<file path="src/rtl/fhsa_pkg.sv">
// ----------------------------------------------------------------------------
// fhsa_pkg
// Shared types and constants of the flame histogram splat accumulator.
// ----------------------------------------------------------------------------
package fhsa_pkg;

  // image store geometry
  localparam int MAX_WIDTH  = 1024;
  localparam int MAX_HEIGHT = 512;
  localparam int COUNT_BITS = 32;

  localparam int DEPTH     = MAX_WIDTH * MAX_HEIGHT;
  localparam int ADDR_BITS = $clog2(DEPTH);

  // field widths fixed by the interface
  localparam int POS_BITS   = 12;
  localparam int CHAN_BITS  = 8;
  localparam int COLOR_BITS = 3 * CHAN_BITS;
  localparam int HIT_BITS   = 32;

  // configuration registers
  localparam int CFG_IDX_BITS  = 2;
  localparam int CFG_DATA_BITS = 11;
  localparam int WIDTH_BITS    = 11;
  localparam int HEIGHT_BITS   = 10;
  localparam int WARM_BITS     = 8;

  localparam logic [WIDTH_BITS-1:0]  WIDTH_RST  = WIDTH_BITS'(640);
  localparam logic [HEIGHT_BITS-1:0] HEIGHT_RST = HEIGHT_BITS'(512);
  localparam logic [WARM_BITS-1:0]   WARM_RST   = WARM_BITS'(21);

  // compare width: holds any nonnegative coordinate and either image limit
  localparam int MAX_WH  = (MAX_WIDTH > MAX_HEIGHT) ? MAX_WIDTH : MAX_HEIGHT;
  localparam int MAX_DIM = (MAX_WH > (1 << (POS_BITS - 1))) ? MAX_WH : (1 << (POS_BITS - 1));
  localparam int CMP_BITS = $clog2(MAX_DIM + 1);

  // decoupling queue
  localparam int QUEUE_DEPTH = 2;
  localparam int QPTR_BITS   = (QUEUE_DEPTH > 1) ? $clog2(QUEUE_DEPTH) : 1;
  localparam int QCNT_BITS   = $clog2(QUEUE_DEPTH + 1);

  typedef enum logic {
    FUNC_SPLAT = 1'b0,
    FUNC_READ  = 1'b1
  } func_e;

  typedef enum logic [CFG_IDX_BITS-1:0] {
    CFG_WIDTH  = 2'd0,
    CFG_HEIGHT = 2'd1,
    CFG_WARMUP = 2'd2
  } cfg_idx_e;

  // one classified item on its way to the store
  typedef struct packed {
    func_e                  func;
    logic                   in_image;
    logic [ADDR_BITS-1:0]   addr;
    logic [CHAN_BITS-1:0]   red;
    logic [CHAN_BITS-1:0]   green;
    logic [CHAN_BITS-1:0]   blue;
  } item_t;

endpackage

</file>
<file path="src/rtl/fhsa_front.sv">
// ----------------------------------------------------------------------------
// fhsa_front
// Holds the configuration and the warm-up count, range-checks each item and
// queues the ones that touch the store.
// ----------------------------------------------------------------------------
module fhsa_front (
  input  logic                          clk_i,
  input  logic                          rst_ni,
  input  logic                          cfg_valid_i,
  output logic                          cfg_ready_o,
  input  logic [fhsa_pkg::CFG_IDX_BITS-1:0]  cfg_index_i,
  input  logic [fhsa_pkg::CFG_DATA_BITS-1:0] cfg_data_i,
  input  logic                          in_valid_i,
  output logic                          in_stall_o,
  input  logic                          func_i,
  input  logic signed [fhsa_pkg::POS_BITS-1:0] pos_x_i,
  input  logic signed [fhsa_pkg::POS_BITS-1:0] pos_y_i,
  input  logic [fhsa_pkg::CHAN_BITS-1:0] color_red_i,
  input  logic [fhsa_pkg::CHAN_BITS-1:0] color_green_i,
  input  logic [fhsa_pkg::CHAN_BITS-1:0] color_blue_i,
  input  logic                          busy_i,
  input  logic                          q_full_i,
  output logic                          q_push_o,
  output fhsa_pkg::item_t               q_item_o
);
  import fhsa_pkg::*;

  logic [WIDTH_BITS-1:0]  width_q, width_d;
  logic [HEIGHT_BITS-1:0] height_q, height_d;
  logic [WARM_BITS-1:0]   warm_q, warm_d;
  logic [WARM_BITS-1:0]   seen_q, seen_d;

  logic [CMP_BITS-1:0] eff_w, eff_h, x_u, y_u;
  logic                in_image, accept, in_warmup;
  func_e               func;

  assign cfg_ready_o = 1'b1;
  assign in_stall_o  = q_full_i | busy_i;
  assign accept      = in_valid_i & ~in_stall_o;
  assign func        = func_e'(func_i);

  always_comb begin
    width_d  = width_q;
    height_d = height_q;
    warm_d   = warm_q;
    if (cfg_valid_i) begin
      unique case (cfg_idx_e'(cfg_index_i))
        CFG_WIDTH:  width_d  = cfg_data_i[WIDTH_BITS-1:0];
        CFG_HEIGHT: height_d = cfg_data_i[HEIGHT_BITS-1:0];
        CFG_WARMUP: warm_d   = cfg_data_i[WARM_BITS-1:0];
        default: ;
      endcase
    end
  end

  // effective image size is clipped to the store
  assign eff_w = (CMP_BITS'(width_q) < CMP_BITS'(MAX_WIDTH)) ? CMP_BITS'(width_q)
                                                           : CMP_BITS'(MAX_WIDTH);
  assign eff_h = (CMP_BITS'(height_q) < CMP_BITS'(MAX_HEIGHT)) ? CMP_BITS'(height_q)
                                                             : CMP_BITS'(MAX_HEIGHT);
  assign x_u = CMP_BITS'(pos_x_i[POS_BITS-2:0]);
  assign y_u = CMP_BITS'(pos_y_i[POS_BITS-2:0]);

  assign in_image = ~pos_x_i[POS_BITS-1] & ~pos_y_i[POS_BITS-1]
                  & (x_u < eff_w) & (y_u < eff_h);

  assign in_warmup = seen_q < warm_q;

  always_comb begin
    seen_d = seen_q;
    if (accept && func == FUNC_SPLAT && in_warmup) begin
      seen_d = seen_q + WARM_BITS'(1);
    end
  end

  always_comb begin
    q_item_o.func     = func;
    q_item_o.in_image = in_image;
    q_item_o.addr     = in_image ? ADDR_BITS'(y_u) * ADDR_BITS'(MAX_WIDTH) + ADDR_BITS'(x_u)
                                 : '0;
    q_item_o.red      = color_red_i;
    q_item_o.green    = color_green_i;
    q_item_o.blue     = color_blue_i;
  end

  // warm-up and out-of-range splats never reach the store
  assign q_push_o = accept & ((func == FUNC_READ) | (in_image & ~in_warmup));

  always_ff @(posedge clk_i or negedge rst_ni) begin
    if (!rst_ni) begin
      width_q  <= WIDTH_RST;
      height_q <= HEIGHT_RST;
      warm_q   <= WARM_RST;
      seen_q   <= '0;
    end else begin
      width_q  <= width_d;
      height_q <= height_d;
      warm_q   <= warm_d;
      seen_q   <= seen_d;
    end
  end

endmodule

</file>
<file path="config.mk">
export PLATFORM = sky130hd
export DESIGN_NAME = fhsa_front
export DESIGN_NICKNAME = d
export VERILOG_FILES = /design/src/rtl/fhsa_pkg.sv /design/src/rtl/fhsa_front.sv
export SDC_FILE = /design/constraint.sdc
export NUM_CORES = 1
export LEC_CHECK = 0
export ABC_AREA = 1
export BUFFER_PORTS_ARGS = -buffer_cell sky130_fd_sc_hd__clkbuf_2
export CAP_MARGIN = 20
export CORE_UTILIZATION = 49
export CTS_BUF_LIST = sky130_fd_sc_hd__clkbuf_8 sky130_fd_sc_hd__clkbuf_16
export DETAILED_ROUTE_END_ITERATION = 10
export MAX_ROUTING_LAYER = met4
export PLACE_DENSITY_LB_ADDON = 0.25
export SLEW_MARGIN = 20
export SYNTH_ARGS = -nofsm -noshare
export SYNTH_HDL_FRONTEND = slang
export SYNTH_SLANG_ARGS = --single-unit
</file>
<file path="constraint.sdc">
create_clock -name clk_i -period 2.75 [get_ports clk_i]
set_clock_uncertainty 0.05 [all_clocks]
set_input_delay 0.1375 -clock clk_i [delete_from_list [all_inputs] [get_ports clk_i]]
set_output_delay 0.1375 -clock clk_i [all_outputs]
set_load 0.05 [all_outputs]
</file>
==> flow_summary.ini <==
[timing]
fmax_mhz = 390.9
slew_headroom_pct = 38.86
worstMarginPinSlew_ns = 0.9171
finalCriticalPeriod_ns = 2.558
final_max_slew_viol_count = 0
setup_viol = 0
hold_viol_final = 0
hold_slack_ns = 0.04349
period_share_pct = 93.03

[die]
fp.dieH_um = 78.54
start_util_pct = 51.49
dieArea_um2 = 6168
io_pins = 116
core_area_um2 = 5574
num_rows = 27
die_width_um = 78.54

[detailed_routing]
vias = 2338
postRouteWirelength_um = 5641
wire_per_inst_um = 11.47
drc = 0
first_pass_iters = 4
ant_nets = 0
drt_iter0_drc = 65
viasPerCell = 4.752

[synthesis]
synthTopCellsByCount = nand2_1, inv_1, dfrtp_1
synthArstFlopShare_pct = 100.0
synth_top_cell_by_area = dfrtp_1
yosysSeqAreaShare_pct = 32.52
synthFlopType = dfrtp_1
synth_edf_count = 0
synth_top_area_share_pct = 27.03
syn_nets = 476
synth.distinct_cells = 27
ys_ff_latch = 37
netlist_area_um2 = 2870
synth_cells = 379
ys_warn_count = 0
yosysMostFrequentCell = nand2_1
synthTopCellsByArea = dfrtp_1, nand2_1, ha_1, buf_4, inv_1
synth.avg_cell_area_um2 = 7.573

[power]
power_frac_clock_pct = 22.6
ir_drop_mv = 0.3569
seqPwrFrac_pct = 44.6
power_switching_mw = 0.5986
p_int_mw = 1.030
pwr-share-comb_pct = 32.8
swShare_pct = 36.77
p_leak_nw = 1.727
p_total_mw = 1.628
p_per_area_nw_per_um2 = 511.5

[cts]
clkTransAtPathRegs_ns = 0.07
cts_tree = yes
htree_levels = 2
cts.sinks = 37
numCtsBuffers = 5
cts.path.max_buffers = 2
cts_root_buf = clkbuf_8
clk-insertion-delay-late_ns = 0.29

[job]
maxCapViolCount = 0

[worst_hold_path]
hold_path_class = input port to flip-flop
whs_path_depth = 3

[global_route]
grt_max_degree = 38
grt_pass1_wl_um = 9611
grt_util_all_layers_pct = 20.52
antenna_found_initial = 0
grt_pass1_vias = 2165
grt_overflow = 0

[setup_path]
reg2reg_depth = 10
critPathCaptureType = primary output
critPathMaxFanout = 12
crit_type = flip-flop to primary output
cp.required_ns = 2.56
start_kind = flip-flop
cp.arrival_ns = 2.37

[outcome]
status = finished, final reports clean

[layout]
fin_area_um2 = 3183
n_antenna_cell = 0
stdcell_count = 492
final_util_pct = 57.10
syn_to_final_growth_pct = 10.90
final_nets = 516
drive_gt1_share_pct = 26.43

[placed_design]
placed_cell_area_um2 = 3043
dp.cells = 482
routabilityCongestion = 0.8119
dp_hpwl_um = 4497
port_buffers = 66
[routing by layer]
layer	GRT usage, %	share of wire (%)
met2	31.83	45
met3	4.186	5.0
met4	9.815	2.7
met1	25.53	47
met5	-	0
[critical path, cell delays in order (launching register included)]
cell,delay (ns)
dfrtp_1,0.37
inv_2,0.16
nand2_1,0.08
ha_1,0.29
nand2_1,0.07
nand2_1,0.06
nand2_1,0.06
nand2_1,0.05
nand2_1,0.05
nand2_1,0.08
nor2_4,0.21
nand2_4,0.21
nor2_4,0.12
buf_2,0.26
[what timing repair did]
action / 4_1_cts / 5_1_grt
setup endpoints to repair: 6 / 21
pin swaps: 0 / 1
hold buffers: 1 / 0
hold endpoints to repair: 31 / 0
buffers inserted: 0 / 0
gates resized for setup: 2 / 23
cloned: 0 / 1
[power by group through the flow]
stage	clock [mW]	combinational (mW)	sequential (mW)
6_report	0.368	0.535	0.726
5_1_grt	0.407	0.629	0.740
3_5_place_dp	0	0.532	0.735
3_3_place_gp	0	0.507	0.733
4_1_cts	0.375	0.539	0.726
2_1_floorplan	0	0.498	0.713
[kinds of logic (layout without fill, tap and decap cells)]
| logic type | after synthesis | count (layout) | synth area share (%) |
|---|---|---|---|
| adder cells (fa/ha/maj) | 29 | 29 | 12.64 |
| XOR/XNOR | 9 | 9 | 2.746 |
| flip-flops | 37 | 37 | 32.52 |
| buffers and inverters | 93 | 133 | 16.39 |
| other | 1 | 1 | 0.1307 |
| AO/OA/AOI/OAI | 49 | 49 | 8.893 |
| AND/OR/NAND/NOR | 161 | 162 | 26.68 |
[area by class of cell]
class | instances | area, um2
Sequential cell | 37 | 933.4
Timing Repair Buffer | 67 | 362.8
Tap cell | 72 | 90.09
Fill cell | 536 | 2391
Clock buffer | 5 | 68.82
Inverter | 58 | 217.7
Clock inverter | 3 | 13.76
Multi-Input combinational cell | 250 | 1496
[worst paths after layout]
kind / end / slack [ns] / startpoint
max: q_item_o[30] / 0.19 / width_q[10]$_DFFE_PN0P_
min: width_q[9]$_DFFE_PN1P_ / 0.04 / cfg_data_i[9]
max reg2reg: seen_q[4]$_DFFE_PN0P_ / 0.89 / warm_q[2]$_DFFE_PN1P_
min reg2reg: height_q[5]$_DFFE_PN0P_ / 0.44 / height_q[5]$_DFFE_PN0P_
max in group asynchronous: warm_q[1]$_DFFE_PN0P_ / 1.62 / rst_ni
min in group asynchronous: seen_q[6]$_DFFE_PN0P_ / 0.45 / rst_ni
[layout by cell type (no fill, tap or decap), types with 2 or more instances in the layout]
master | netlist | layout
a21oi_1 | 11 | 11
a21oi_2 | 2 | 2
buf_2 | 0 | 4
clkbuf_2 | 0 | 53
clkbuf_4 | 0 | 9
clkbuf_8 | 0 | 5
clkinv_2 | 0 | 2
dfrtp_1 | 31 | 31
dfstp_2 | 6 | 6
ha_1 | 29 | 29
inv_1 | 54 | 54
inv_2 | 4 | 5
nand2_1 | 106 | 106
nand3_1 | 11 | 11
nand3_2 | 2 | 2
nor2_1 | 18 | 18
nor2_2 | 6 | 5
nor2_4 | 11 | 12
nor3b_2 | 2 | 2
o21ai_0 | 29 | 29
o21ai_1 | 6 | 6
xnor2_1 | 6 | 6
xor2_1 | 3 | 3
[flip-flops by register name (all words and copies together) (netlist names)]
signal and cells:
warm_q 8, seen_q 8, width_q 11, height_q 10
[metrics by stage]
stage                     setup WS (ns)  setup TNS (ns)
after CTS                       0.06074               0
after global placement           0.3135               0
after detailed placement         0.2603               0
after floorplan                  0.2141               0
after global routing           -0.01041        -0.02123
final                            0.1916               0
No activity file was read; power rests on OpenSTA's default activity.
