`src/rtl/fhsa_pkg.sv`:
```
// ----------------------------------------------------------------------------
// fhsa_pkg
// Shared types and constants of the flame histogram splat accumulator.
// ----------------------------------------------------------------------------
package fhsa_pkg;

  // image store geometry
  localparam int MAX_WIDTH  = 1024;
  localparam int MAX_HEIGHT = 512;
  localparam int COUNT_BITS = 32;

  localparam int DEPTH     = MAX_WIDTH * MAX_HEIGHT;
  localparam int ADDR_BITS = $clog2(DEPTH);

  // field widths fixed by the interface
  localparam int POS_BITS   = 12;
  localparam int CHAN_BITS  = 8;
  localparam int COLOR_BITS = 3 * CHAN_BITS;
  localparam int HIT_BITS   = 32;

  // configuration registers
  localparam int CFG_IDX_BITS  = 2;
  localparam int CFG_DATA_BITS = 11;
  localparam int WIDTH_BITS    = 11;
  localparam int HEIGHT_BITS   = 10;
  localparam int WARM_BITS     = 8;

  localparam logic [WIDTH_BITS-1:0]  WIDTH_RST  = WIDTH_BITS'(640);
  localparam logic [HEIGHT_BITS-1:0] HEIGHT_RST = HEIGHT_BITS'(512);
  localparam logic [WARM_BITS-1:0]   WARM_RST   = WARM_BITS'(21);

  // compare width: holds any nonnegative coordinate and either image limit
  localparam int MAX_WH  = (MAX_WIDTH > MAX_HEIGHT) ? MAX_WIDTH : MAX_HEIGHT;
  localparam int MAX_DIM = (MAX_WH > (1 << (POS_BITS - 1))) ? MAX_WH : (1 << (POS_BITS - 1));
  localparam int CMP_BITS = $clog2(MAX_DIM + 1);

  // decoupling queue
  localparam int QUEUE_DEPTH = 2;
  localparam int QPTR_BITS   = (QUEUE_DEPTH > 1) ? $clog2(QUEUE_DEPTH) : 1;
  localparam int QCNT_BITS   = $clog2(QUEUE_DEPTH + 1);

  typedef enum logic {
    FUNC_SPLAT = 1'b0,
    FUNC_READ  = 1'b1
  } func_e;

  typedef enum logic [CFG_IDX_BITS-1:0] {
    CFG_WIDTH  = 2'd0,
    CFG_HEIGHT = 2'd1,
    CFG_WARMUP = 2'd2
  } cfg_idx_e;

  // one classified item on its way to the store
  typedef struct packed {
    func_e                  func;
    logic                   in_image;
    logic [ADDR_BITS-1:0]   addr;
    logic [CHAN_BITS-1:0]   red;
    logic [CHAN_BITS-1:0]   green;
    logic [CHAN_BITS-1:0]   blue;
  } item_t;

endpackage

```
`src/rtl/fhsa_queue.sv`:
```
// ----------------------------------------------------------------------------
// fhsa_queue
// Short first-in first-out queue of classified items between front and engine.
// ----------------------------------------------------------------------------
module fhsa_queue (
  input  logic            clk_i,
  input  logic            rst_ni,
  input  logic            push_i,
  input  fhsa_pkg::item_t push_item_i,
  output logic            full_o,
  input  logic            pop_i,
  output fhsa_pkg::item_t pop_item_o,
  output logic            empty_o
);
  import fhsa_pkg::*;

  item_t                mem_q [QUEUE_DEPTH];
  logic [QPTR_BITS-1:0] wr_ptr_q, wr_ptr_d, rd_ptr_q, rd_ptr_d;
  logic [QCNT_BITS-1:0] cnt_q, cnt_d;

  function automatic logic [QPTR_BITS-1:0] next_ptr(logic [QPTR_BITS-1:0] p);
    return (p == QPTR_BITS'(QUEUE_DEPTH - 1)) ? '0 : p + QPTR_BITS'(1);
  endfunction

  assign full_o     = cnt_q == QCNT_BITS'(QUEUE_DEPTH);
  assign empty_o    = cnt_q == '0;
  assign pop_item_o = mem_q[rd_ptr_q];

  always_comb begin
    wr_ptr_d = push_i ? next_ptr(wr_ptr_q) : wr_ptr_q;
    rd_ptr_d = pop_i  ? next_ptr(rd_ptr_q) : rd_ptr_q;
    cnt_d    = cnt_q;
    if (push_i && !pop_i) begin
      cnt_d = cnt_q + QCNT_BITS'(1);
    end else if (pop_i && !push_i) begin
      cnt_d = cnt_q - QCNT_BITS'(1);
    end
  end

  always_ff @(posedge clk_i) begin
    if (push_i) begin
      mem_q[wr_ptr_q] <= push_item_i;
    end
  end

  always_ff @(posedge clk_i or negedge rst_ni) begin
    if (!rst_ni) begin
      wr_ptr_q <= '0;
      rd_ptr_q <= '0;
      cnt_q    <= '0;
    end else begin
      wr_ptr_q <= wr_ptr_d;
      rd_ptr_q <= rd_ptr_d;
      cnt_q    <= cnt_d;
    end
  end

endmodule

```
`config.mk`:
```
export PLATFORM = sky130hd
export DESIGN_NAME = fhsa_queue
export DESIGN_NICKNAME = d
export VERILOG_FILES = /design/src/rtl/fhsa_pkg.sv /design/src/rtl/fhsa_queue.sv
export SDC_FILE = /design/constraint.sdc
export NUM_CORES = 1
export LEC_CHECK = 0
export BUFFER_PORTS_ARGS = -buffer_cell sky130_fd_sc_hd__buf_2
export CAP_MARGIN = 25
export CORE_UTILIZATION = 30
export CTS_CLUSTER_DIAMETER = 40
export DETAILED_ROUTE_END_ITERATION = 8
export GPL_TIMING_DRIVEN = 0
export PLACE_DENSITY = 0.53
export SKIP_CTS_REPAIR_TIMING = 1
export SYNTH_ARGS = -nofsm -noshare
export SYNTH_HDL_FRONTEND = slang
export SYNTH_SLANG_ARGS = --single-unit
```
`constraint.sdc`:
```
create_clock -name clk_i -period 3.15 [get_ports clk_i]
set_input_delay 0.63 -clock clk_i [delete_from_list [all_inputs] [get_ports clk_i]]
set_output_delay 0.63 -clock clk_i [all_outputs]
set_load 0.005 [all_outputs]
```
==> impl_results.md, run 1 <==
- WHS: approximately 0.082 ns
- Clock Sinks: 94
- CP endpoint kind: output port
- DRC Markers: 7
- RSZ-0062 raised after global routing: false
- Synthesis-to-finish area growth: 28.2%
- Cts bufs inserted: 9
- Failing checks: DRC
- Layout cells sized above 1: approximately 61%
- Maxcap violations: 0
- CTS tree: built
- Site row count: 39
- Top sig layer: met4
- Metal-1 WL: about 2.4 mm
- Final ANT Viol Nets: 0
- Drt first pass iters: 6
- EDFF count, synth: 90
- Count of state elements after synthesis: 94
- Post-synth top cells: 90 x edfxtp_1, 39 x mux2_4, 6 x mux2_2
- Worst-Skew Late Latency: 0.34 ns
- Fin area: between 4000 and 5000 sq um
- First-pass GRT wire length: a little over 9 mm
- Slew margin rel.: 60.0%
- Top cells by area, synth: edfxtp_1 74%, mux2_4 16%, dfrtp_1 2.8%
- Crit-path max FO: 10
- GR Overflow Total: 0
- Wire per inst: 14.1 microns
- Final Hold Fails: 0
- Ports: between 90 and 100
- Worst setup SP type: flip-flop
- Final Setup Violations: 0
- Core area: ~12,000 sq um
- Post-synth ARST share: about 4.3%
- Lkg Pwr: ~0.0019 uW
- Die area: 12,600 sq um
- Cell variety after synth: 13
- Largest net degree at the start of global routing: 29
- Via-to-Cell Ratio: roughly 4.2
- Worst clock skew: between 0.004 and 0.005 ns
- DR vias: 1,745
- Required time of the critical path: 2.52 ns
- Area leader, netlist: edfxtp_1
- Synthesized instance count: approximately 160
- Fmax achieved: roughly 470 MHz
- Worst r2r path cells: 2
- Antenna diode count: 0
- Die Width: 112 microns
- H-tree depth: 3
- Reg-to-reg startpoint: wr_ptr_q
- Nets: roughly 310
- # port buffers: between 90 and 100
- Gr usage total: between 10% and 20%
- Final worst-path cycle share: approximately 67%
- Yosys warnings: 0
- Total routed wirelength: about 5.8 mm
- Cell Area, Placed: approximately 4300 sq um
- Arrival time at the worst endpoint: approximately 1.5 ns
- R2r endpoint: mem_q[0][39]
- Slew Limit Fails: 0
- Routability cong.: between 0.6 and 0.7
- Die Span Y: between 100 and 150 microns
- Most used DFF post-synth: edfxtp_1
- Clk slew on worst S/H paths: 0.06 ns
- Worst hold path type: primary input to asynchronous set/reset pin
- Critical path type: flip-flop to output port
- Vias in the first global route: ~1,800
- Initial Utilization: 31.3%
- Mapped Area: 3630 sq um
- PD cells: a little under 900 nW/um^2
- Fin Setup TNS: 0 ns
- Max rail drop VDD: 0.499 mV
- DP Wirelength: about 3.9 mm
- Seq/Total Area, Yosys: between 70 and 80%
- Initial DRC count: 70
- WL met2: ~2.8 mm
- Outcome: finished, violations left
- Syn avg cell area: between 20 and 25 sq um
- Proportion of netlist area held by the largest area contributor: about three quarters
- Most frequent cell after synthesis: edfxtp_1
- Min Tclk post-route: 2.11 ns
- Met3 WL: 450 microns
- Initial antenna violation count: 0
- Root cell of the clock tree: clkbuf_16
- Syn nets: slightly above 200
- Worst reg-to-reg setup slack: 1.61 ns
- Max clock buf depth: 2
- Least-Margin Pin Slew: 0.599 ns
## worst max path at each step
stage | start | endpoint | slack, ns | depth (start not counted)
after global placement | push_i | mem_q[0][41] | -1.59 | 2
after floorplan | push_i | mem_q[0][0] | 0.06 | 1
after CTS | rd_ptr_q | pop_item_o[1] | 1.00 | 4
after detailed placement | push_i | mem_q[0][41] | 1.19 | 3
final | rd_ptr_q | pop_item_o[1] | 1.04 | 4
after global routing | rd_ptr_q | pop_item_o[1] | 0.97 | 4
## routing by layer
metal  vias to the layer above  GRT usage [%]
met1                       855           11.6
met5                         -              0
li1                        821              -
met4                         0           4.00
met2                        62           16.2
met3                         7           5.51
## where the power goes
group	switching [uW]	internal (uW)
Clock	417	698
Combinational	538	737
Sequential	69.6	1660
## worst max-delay path, stage by stage (launching register included)
cell,delay (ns)
dfrtp_1,0.34
buf_6,0.19
buf_12,0.17
mux2_4,0.31
buf_2,0.13
## cell usage in the layout, fill, tap and decap left out, drive strengths merged
cell    count
and2        1
buf       102
bufinv      1
clkbuf     13
clkinv      2
dfrtp       4
edfxtp     90
ha          1
inv         1
mux2       45
nor2        2
nor2b       2
xnor2       1
xor2        4
## per-stage QoR
step           power (uW)  setup slack (ns)  utilization [%]  instances
2_1_floorplan        2610            0.0642                -        156
3_3_place_gp         3050             -1.59             36.9        394
3_5_place_dp         3070              1.19             37.3        396
4_1_cts              4210              1.00             40.1        412
5_1_grt              4340             0.970             40.1        412
6_report             4120              1.04             40.1        412
## registers in the layout, summed over array words and instances (netlist names)
name	flops
mem_q	90
rd_ptr_q	1
wr_ptr_q	1
cnt_q	2
## final cells by class
class / count / area [sq um]
fillers: 1093 / 6960
flip-flops and latches: 94 / 2800
multi-input cells: 56 / 744
repair buffers: 97 / 515
clock buffers: 13 / 280
well taps: 143 / 179
plain buffers: 5 / 91.3
clock inverters: 3 / 40.0
inverters: 1 / 3.75
## kinds of logic (layout without fill, tap and decap cells)
| group | after synthesis | in the layout | share of synthesized area, % |
|---|---|---|---|
| xor gates and xnor gates | 5 | 5 | 1.21 |
| muxes | 45 | 45 | 18.0 |
| and+or+nand+nor | 5 | 5 | 0.723 |
| adders and majority gates | 1 | 1 | 0.344 |
| DFF | 94 | 94 | 77.1 |
| buffers and inverters | 6 | 119 | 2.62 |
Note: power is estimated with default switching activity, not from simulation.
==> run 2: changes to the inputs <==
--- a/config.mk
+++ b/config.mk
@@ -11,7 +11,7 @@
 export CTS_CLUSTER_DIAMETER = 40
 export DETAILED_ROUTE_END_ITERATION = 8
 export GPL_TIMING_DRIVEN = 0
-export PLACE_DENSITY = 0.53
+export PLACE_DENSITY = 0.55
 export SKIP_CTS_REPAIR_TIMING = 1
 export SYNTH_ARGS = -nofsm -noshare
 export SYNTH_HDL_FRONTEND = slang
==> constraint.sdc (replaced) <==
create_clock -name clk_i -period 1.83 [get_ports clk_i]
set_input_delay 0.366 -clock clk_i [delete_from_list [all_inputs] [get_ports clk_i]]
set_output_delay 0.366 -clock clk_i [all_outputs]
set_load 0.005 [all_outputs]
==> run 2 against run 1 <==
The run ends with DRC, setup timing left. Global-route usage is 0.23 points higher. Design area is 5.4% higher. Die area stayed put. Total power is 83% higher. Critical path depth stayed put. Count of clock-buffer cells in the layout is 1 higher. Critical path type unchanged. Highest routed layer unchanged.
==> impl_results.md, run 2 (synthesis gave the netlist of run 1 again) <==
- Outcome: finished, violations left
- Failing checks: DRC, setup timing
- Critical path's slowest cell: dfrtp_1
- Die area: 12,600 sq um (unchanged)
- Top Registers: mem_q x90, cnt_q x2
- Required time of the critical path: 1.46 ns (-1.06 ns)
- Final Setup Violations: 12 (+12)
- Die Width: 112 microns (unchanged)
- Layout cells sized above 1: 59.9% (-1.5 points)
- Total power: 7530 uW (+83%)
- Fin Setup TNS: -0.0271 ns (-0.0271 ns)
- Least-Margin Pin Slew: 0.658 ns (+0.0597 ns)
- CP endpoint kind: output port
- Initial antenna violation count: 0 (unchanged)
- DP Wirelength: 3.99 mm (+2.7%)
- # port buffers: 95 (unchanged)
- Post-layout worst setup margin: -0.00970 ns (-1.05 ns)
- Nets: 319 (+1.6%)
- Finished Layout Cells: 417 (+1.2%)
- CP Cell Sequence: buf_12 -> buf_12 -> mux2_4 -> buf_6
- Max clock buf depth: 2 (unchanged)
- Initial Utilization: 31.3% (unchanged)
- First-pass GRT wire length: 9.41 mm (+1.4%)
- Lkg Pwr: 0.00197 uW (+4.4%)
- CP dominant cell by count: buf_12
- RSZ-0062 raised after global routing: true
- Wire per inst: 14.6 microns (+3.3%)
- Worst hold path type: primary input to flip-flop
- CTS tree: built
- Via-to-Cell Ratio: 4.26 (+0.67%)
- Clk slew on worst S/H paths: 0.06 ns (about the same)
- Total routed wirelength: 6.07 mm (+4.6%)
- Largest net degree at the start of global routing: 31 (+6.9%)
- Max rail drop VDD: 0.554 mV (+11%)
- Root cell of the clock tree: clkbuf_16
- Arrival time at the worst endpoint: 1.47 ns (about the same)
- Final worst-path cycle share: 101%
- Gr usage total: 10.4% (+0.23 points)
- Antenna diode count: 0 (unchanged)
- PD cells: 1530 nW/um^2 (+73%)
- Worst-Skew Late Latency: 0.34 ns (about the same)
- Commonest non-fill, non-tap cell in the layout: edfxtp_1
- Site row count: 39 (unchanged)
- DRC Markers: 6 (-1)
- Routability cong.: 0.644 (+1.8%)
- Top reg by flops: mem_q
- Worst clock skew: 0.00536 ns (+0.000582 ns)
- Initial DRC count: 63 (-10%)
- Fmax achieved: roughly 540 MHz
- H-tree depth: 3 (unchanged)
- Die Span Y: 112 microns (unchanged)
- Worst setup SP type: flip-flop
- Min Tclk post-route: 1.84 ns
- Final Util: 42.3% (+2.2 points)
- Maxcap violations: 0 (unchanged)
- DP Cell Count: 396 (unchanged)
- Ports: 96 (unchanged)
- Slew Limit Fails: 0 (unchanged)
- Synthesis-to-finish area growth: 35.1%
- Crit-path max FO: 10 (unchanged)
- Drt first pass iters: 6 (unchanged)
- Critical path type: flip-flop to output port
- Final Hold Fails: 0 (unchanged)
- Clock Sinks: 94 (unchanged)
- Max reg flops: 90 (unchanged)
- Final ANT Viol Nets: 0 (unchanged)
- Core area: 11,600 sq um (unchanged)
- Vias in the first global route: 1,816 (-1.6%)
- Cts bufs inserted: 9 (unchanged)
- DR vias: 1,778 (+1.9%)
- GR Overflow Total: 0 (unchanged)
- Commonest non-fill, non-tap cells in the layout: 90 x edfxtp_1, 56 x buf_2, 39 x mux2_4, 39 x buf_6, 9 x clkbuf_16
- CP peak stage delay: 0.39 ns (+0.05 ns)
- Slew margin rel.: 56.0% (-4.0 points)
## run 2: cell types whose count changed in the layout (fill, tap and decap cells not counted), sizes merged
| cell | previous run | this run |
|---|---|---|
| buf | 102 | 106 |
| clkinv | 2 | 1 |
| clkbuf | 13 | 14 |
| dlygate4sd3 | 0 | 1 |
## run 2: through the flow
| stage | cell area (sq um) | hold WS, ns | setup slack (ns) |
|---|---|---|---|
| 6_report | 4910 | 0.213 | -0.00970 |
| 5_1_grt | 4910 | 0.194 | -0.0583 |
| 4_1_cts | 4620 | -0.199 | -0.0633 |
| 3_5_place_dp | 4340 | 0.175 | 0.122 |
| 3_3_place_gp | 4300 | 0.175 | -0.275 |
| 2_1_floorplan | 3640 | 0.0704 | 0.315 |
## run 2: critical path, delay by kind of cell, from the launching register on
kind     cells  cell delay (ns)
buf+inv      3             0.43
flops        1             0.39
mux          1             0.31
## run 2: metal layers
metal | vias up | wire (microns) | GRT usage, %
met3 | 12 | 382 | 4.32
met1 | 873 | 2590 | 12.4
met2 | 59 | 2940 | 15.6
met5 | - | 0 | 0
li1 | 834 | - | -
met4 | 0 | 166 | 6.93
## run 2: power by group
group          total [uW]  leakage, uW  switching [uW]  internal [uW]
Sequential           2990     0.000891             127           2860
Clock                1770     0.000135             708           1060
Combinational        2780     0.000940            1030           1740
Total                7530      0.00197            1870           5660
## run 2: worst paths after layout
| path | end | from | depth (start not counted) | slack, ns |
|---|---|---|---|---|
| worst max-delay path | pop_item_o[37] | rd_ptr_q | 4 | -0.01 |
| worst min-delay path | mem_q[0][25] | push_item_i[25] | 1 | 0.21 |
| worst max register to register | mem_q[0][1] | wr_ptr_q | 2 | 0.27 |
| worst min register to register | cnt_q[1] | cnt_q[1] | 1 | 0.52 |
| max in group asynchronous | rd_ptr_q | rst_ni | 2 | 1.37 |
| min in group asynchronous | cnt_q[0] | rst_ni | 2 | 0.35 |
## run 2: layout make-up
class	count	area (sq um)
multi-input cells	56	744
well taps	143	179
inverters	1	3.75
plain buffers	5	100
flip-flops and latches	94	2800
clock inverters	2	35.0
fillers	1076	6710
repair buffers	102	800
clock buffers	14	244
==> run 3: changes to the inputs <==
--- a/config.mk
+++ b/config.mk
@@ -7,11 +7,13 @@
 export LEC_CHECK = 0
 export BUFFER_PORTS_ARGS = -buffer_cell sky130_fd_sc_hd__buf_2
 export CAP_MARGIN = 25
+export CELL_PAD_IN_SITES_DETAIL_PLACEMENT = 1
+export CELL_PAD_IN_SITES_GLOBAL_PLACEMENT = 1
 export CORE_UTILIZATION = 30
 export CTS_CLUSTER_DIAMETER = 40
 export DETAILED_ROUTE_END_ITERATION = 8
 export GPL_TIMING_DRIVEN = 0
-export PLACE_DENSITY = 0.55
+export PLACE_DENSITY = 0.62
 export SKIP_CTS_REPAIR_TIMING = 1
 export SYNTH_ARGS = -nofsm -noshare
 export SYNTH_HDL_FRONTEND = slang
==> run 3 against run 2 <==
The flow still finishes with violations (DRC, setup timing). Count of clock-buffer cells in the layout down 4. Largest cell class unchanged. Critical endpoint is now pop_item_o[17]. Global-route usage about the same. Die area unchanged. First-iteration DRC count down 33%. Total power up 1.7%. Sequential share of layout area down 0.22 points. Clock power up 8%. Design area up 0.38%. Via count up 0.79%. Flip-flop and latch count unchanged. Critical path type unchanged.
==> impl_results.md, run 3 (synthesis gave the netlist of run 1 again) <==
- Filler cell count: 1,137 (+5.7%)
- Critical path type: flip-flop to output port
- DRC Markers: 6 (unchanged)
- Layout cells sized above 1: 60.1% (+0.22 points)
- Final ANT Viol Nets: 0 (unchanged)
- Routability cong.: 0.617 (-4.2%)
- Gr usage total: 10.5% (+0.034 points)
- Final Util: 42.4% (+0.16 points)
- DR vias: 1,792 (+0.79%)
- Initial DRC count: 42 (-33%)
- Worst hold path type: primary input to flip-flop
- RSZ-0062 raised after global routing: true
- Pre-CTS setup slack: 0.0473 ns (-0.0746 ns)
- Hold Path Cell Cnt: 1 (unchanged)
- Worst r2r path cells: 2 (unchanged)
- Min Tclk post-route: 1.83 ns (-0.00550 ns)
- Fin area: 4930 sq um (+0.38%)
- R2r endpoint: mem_q[0][37]
- Arrival time at the worst endpoint: 1.47 ns (about the same)
- Cts bufs inserted: 9 (unchanged)
- Crit-path max FO: 10 (unchanged)
- WHS: 0.223 ns (+0.00988 ns)
- Top sig layer: met4
- Via-to-Cell Ratio: 4.31 (+1.0%)
- GR Overflow Total: 0 (unchanged)
- Nets: 318 (-0.31%)
- Worst-Skew Late Latency: 0.33 ns (about the same)
- Clk slew on worst S/H paths: 0.06 ns (about the same)
- # port buffers: 95 (unchanged)
- Top reg by flops: mem_q
- PD cells: 1550 nW/um^2 (+1.3%)
- Initial Utilization: 31.3% (unchanged)
- Reg-to-reg startpoint: wr_ptr_q
- Wire per inst: 15.2 microns (+4.2%)
- Largest net degree at the start of global routing: 26 (-16%)
- Drt first pass iters: 6 (unchanged)
- Vias in the first global route: 1,964 (+8.1%)
- Hold worst-path end: mem_q[1][7]
- Outcome: finished, violations left
- Top Registers: mem_q x90, cnt_q x2
- Post-layout worst setup margin: -0.00420 ns (+0.00550 ns)
- Fin Setup TNS: -0.00420 ns (+0.0229 ns)
- Commonest non-fill, non-tap cell in the layout: edfxtp_1
- Final Setup Violations: 1 (-11)
- CTS tree: built
- Met3 WL: 291 microns (-24%)
- Lkg Pwr: 0.00198 uW (+0.47%)
- H-tree depth: 3 (unchanged)
- Core area: 11,600 sq um (unchanged)
- Die Width: 112 microns (unchanged)
- Hold Crit Start: push_item_i[7]
- First-pass GRT wire length: 9.76 mm (+3.7%)
- Synthesis-to-finish area growth: 35.6%
- Ports: 96 (unchanged)
- Worst reg-to-reg setup slack: 0.21 ns (-0.06 ns)
- Final worst-path cycle share: 100% (-0.30 points)
- Max reg flops: 90 (unchanged)
- Final Hold Fails: 0 (unchanged)
- Initial antenna violation count: 0 (unchanged)
- Maxcap violations: 0 (unchanged)
- Least-Margin Pin Slew: 0.719 ns (+0.0601 ns)
- Root cell of the clock tree: clkbuf_16
- Required time of the critical path: 1.46 ns (about the same)
- Die Span Y: 112 microns (unchanged)
- Slew margin rel.: 52.0% (-4.0 points)
- Max clock buf depth: 2 (unchanged)
- Site row count: 39 (unchanged)
- Max rail drop VDD: 0.546 mV (-1.4%)
- Fmax achieved: 545 MHz (+0.30%)
- Total routed wirelength: 6.31 mm (+3.9%)
- Antenna diode count: 0 (unchanged)
- Clock Sinks: 94 (unchanged)
- Commonest non-fill, non-tap cells in the layout: 90 x edfxtp_1, 56 x buf_2, 39 x mux2_4, 39 x buf_6, 9 x clkbuf_16
- Cell Area, Placed: 4340 sq um (unchanged)
- WL met2: 3.39 mm (+16%)
- Failing checks: DRC, setup timing
- CP endpoint kind: output port
- Die area: 12,600 sq um (unchanged)
- Slew Limit Fails: 0 (unchanged)
- Worst setup SP type: flip-flop
- Metal-1 WL: 2.50 mm (-3.3%)
- DP Wirelength: 4.27 mm (+7.1%)
- Worst clock skew: 0.00449 ns (-0.000867 ns)
[run 3: cell count changes in the layout (fill, tap and decap cells not counted), sizes merged]
cell,previous run,this run
buf,106,105
bufinv,1,2
clkbuf,14,10
clkinv,1,4
[run 3: per-stage QoR]
stage               cells  total power [uW]
floorplan             156              4490
global placement      394              5210
detailed placement    396              5300
CTS                   412              7240
global route          416              8040
finish                416              7660
[run 3: worst max path at each step]
stage          startpoint        endpoint  slack, ns
2_1_floorplan    wr_ptr_q     mem_q[0][0]       0.32
3_3_place_gp       push_i    mem_q[0][13]      -0.24
3_5_place_dp       push_i    mem_q[0][37]       0.05
4_1_cts          rd_ptr_q  pop_item_o[17]      -0.04
5_1_grt          rd_ptr_q  pop_item_o[17]      -0.04
6_report         rd_ptr_q  pop_item_o[17]     -0.004
[run 3: per-layer routing]
layer,up-vias,track usage (%)
met4,0,5.07
met5,-,0
li1,830,-
met3,10,2.48
met2,57,19.0
met1,895,11.5
[run 3: worst max-delay path, stage by stage, from the launching register on]
cell     delay [ns]
dfrtp_1        0.40
buf_12         0.16
buf_12         0.15
mux2_4         0.31
buf_6          0.12
[run 3: power breakdown]
part	switching, uW	internal [uW]	leakage, uW
Sequential	133	2860	0.000891
Clock	732	1180	0.000149
Combinational	1020	1730	0.000935
Total	1880	5770	0.00198
[run 3: area by class of cell]
cell class              instances  area, sq um  area share (%)
plain buffers                   5          100            2.03
clock buffers                  10          229            4.65
clock inverters                 6         76.3            1.55
inverters                       1         3.75          0.0762
multi-input cells              56          744            15.1
flip-flops and latches         94         2800            56.9
well taps                     143          179            3.63
repair buffers                101          792            16.1
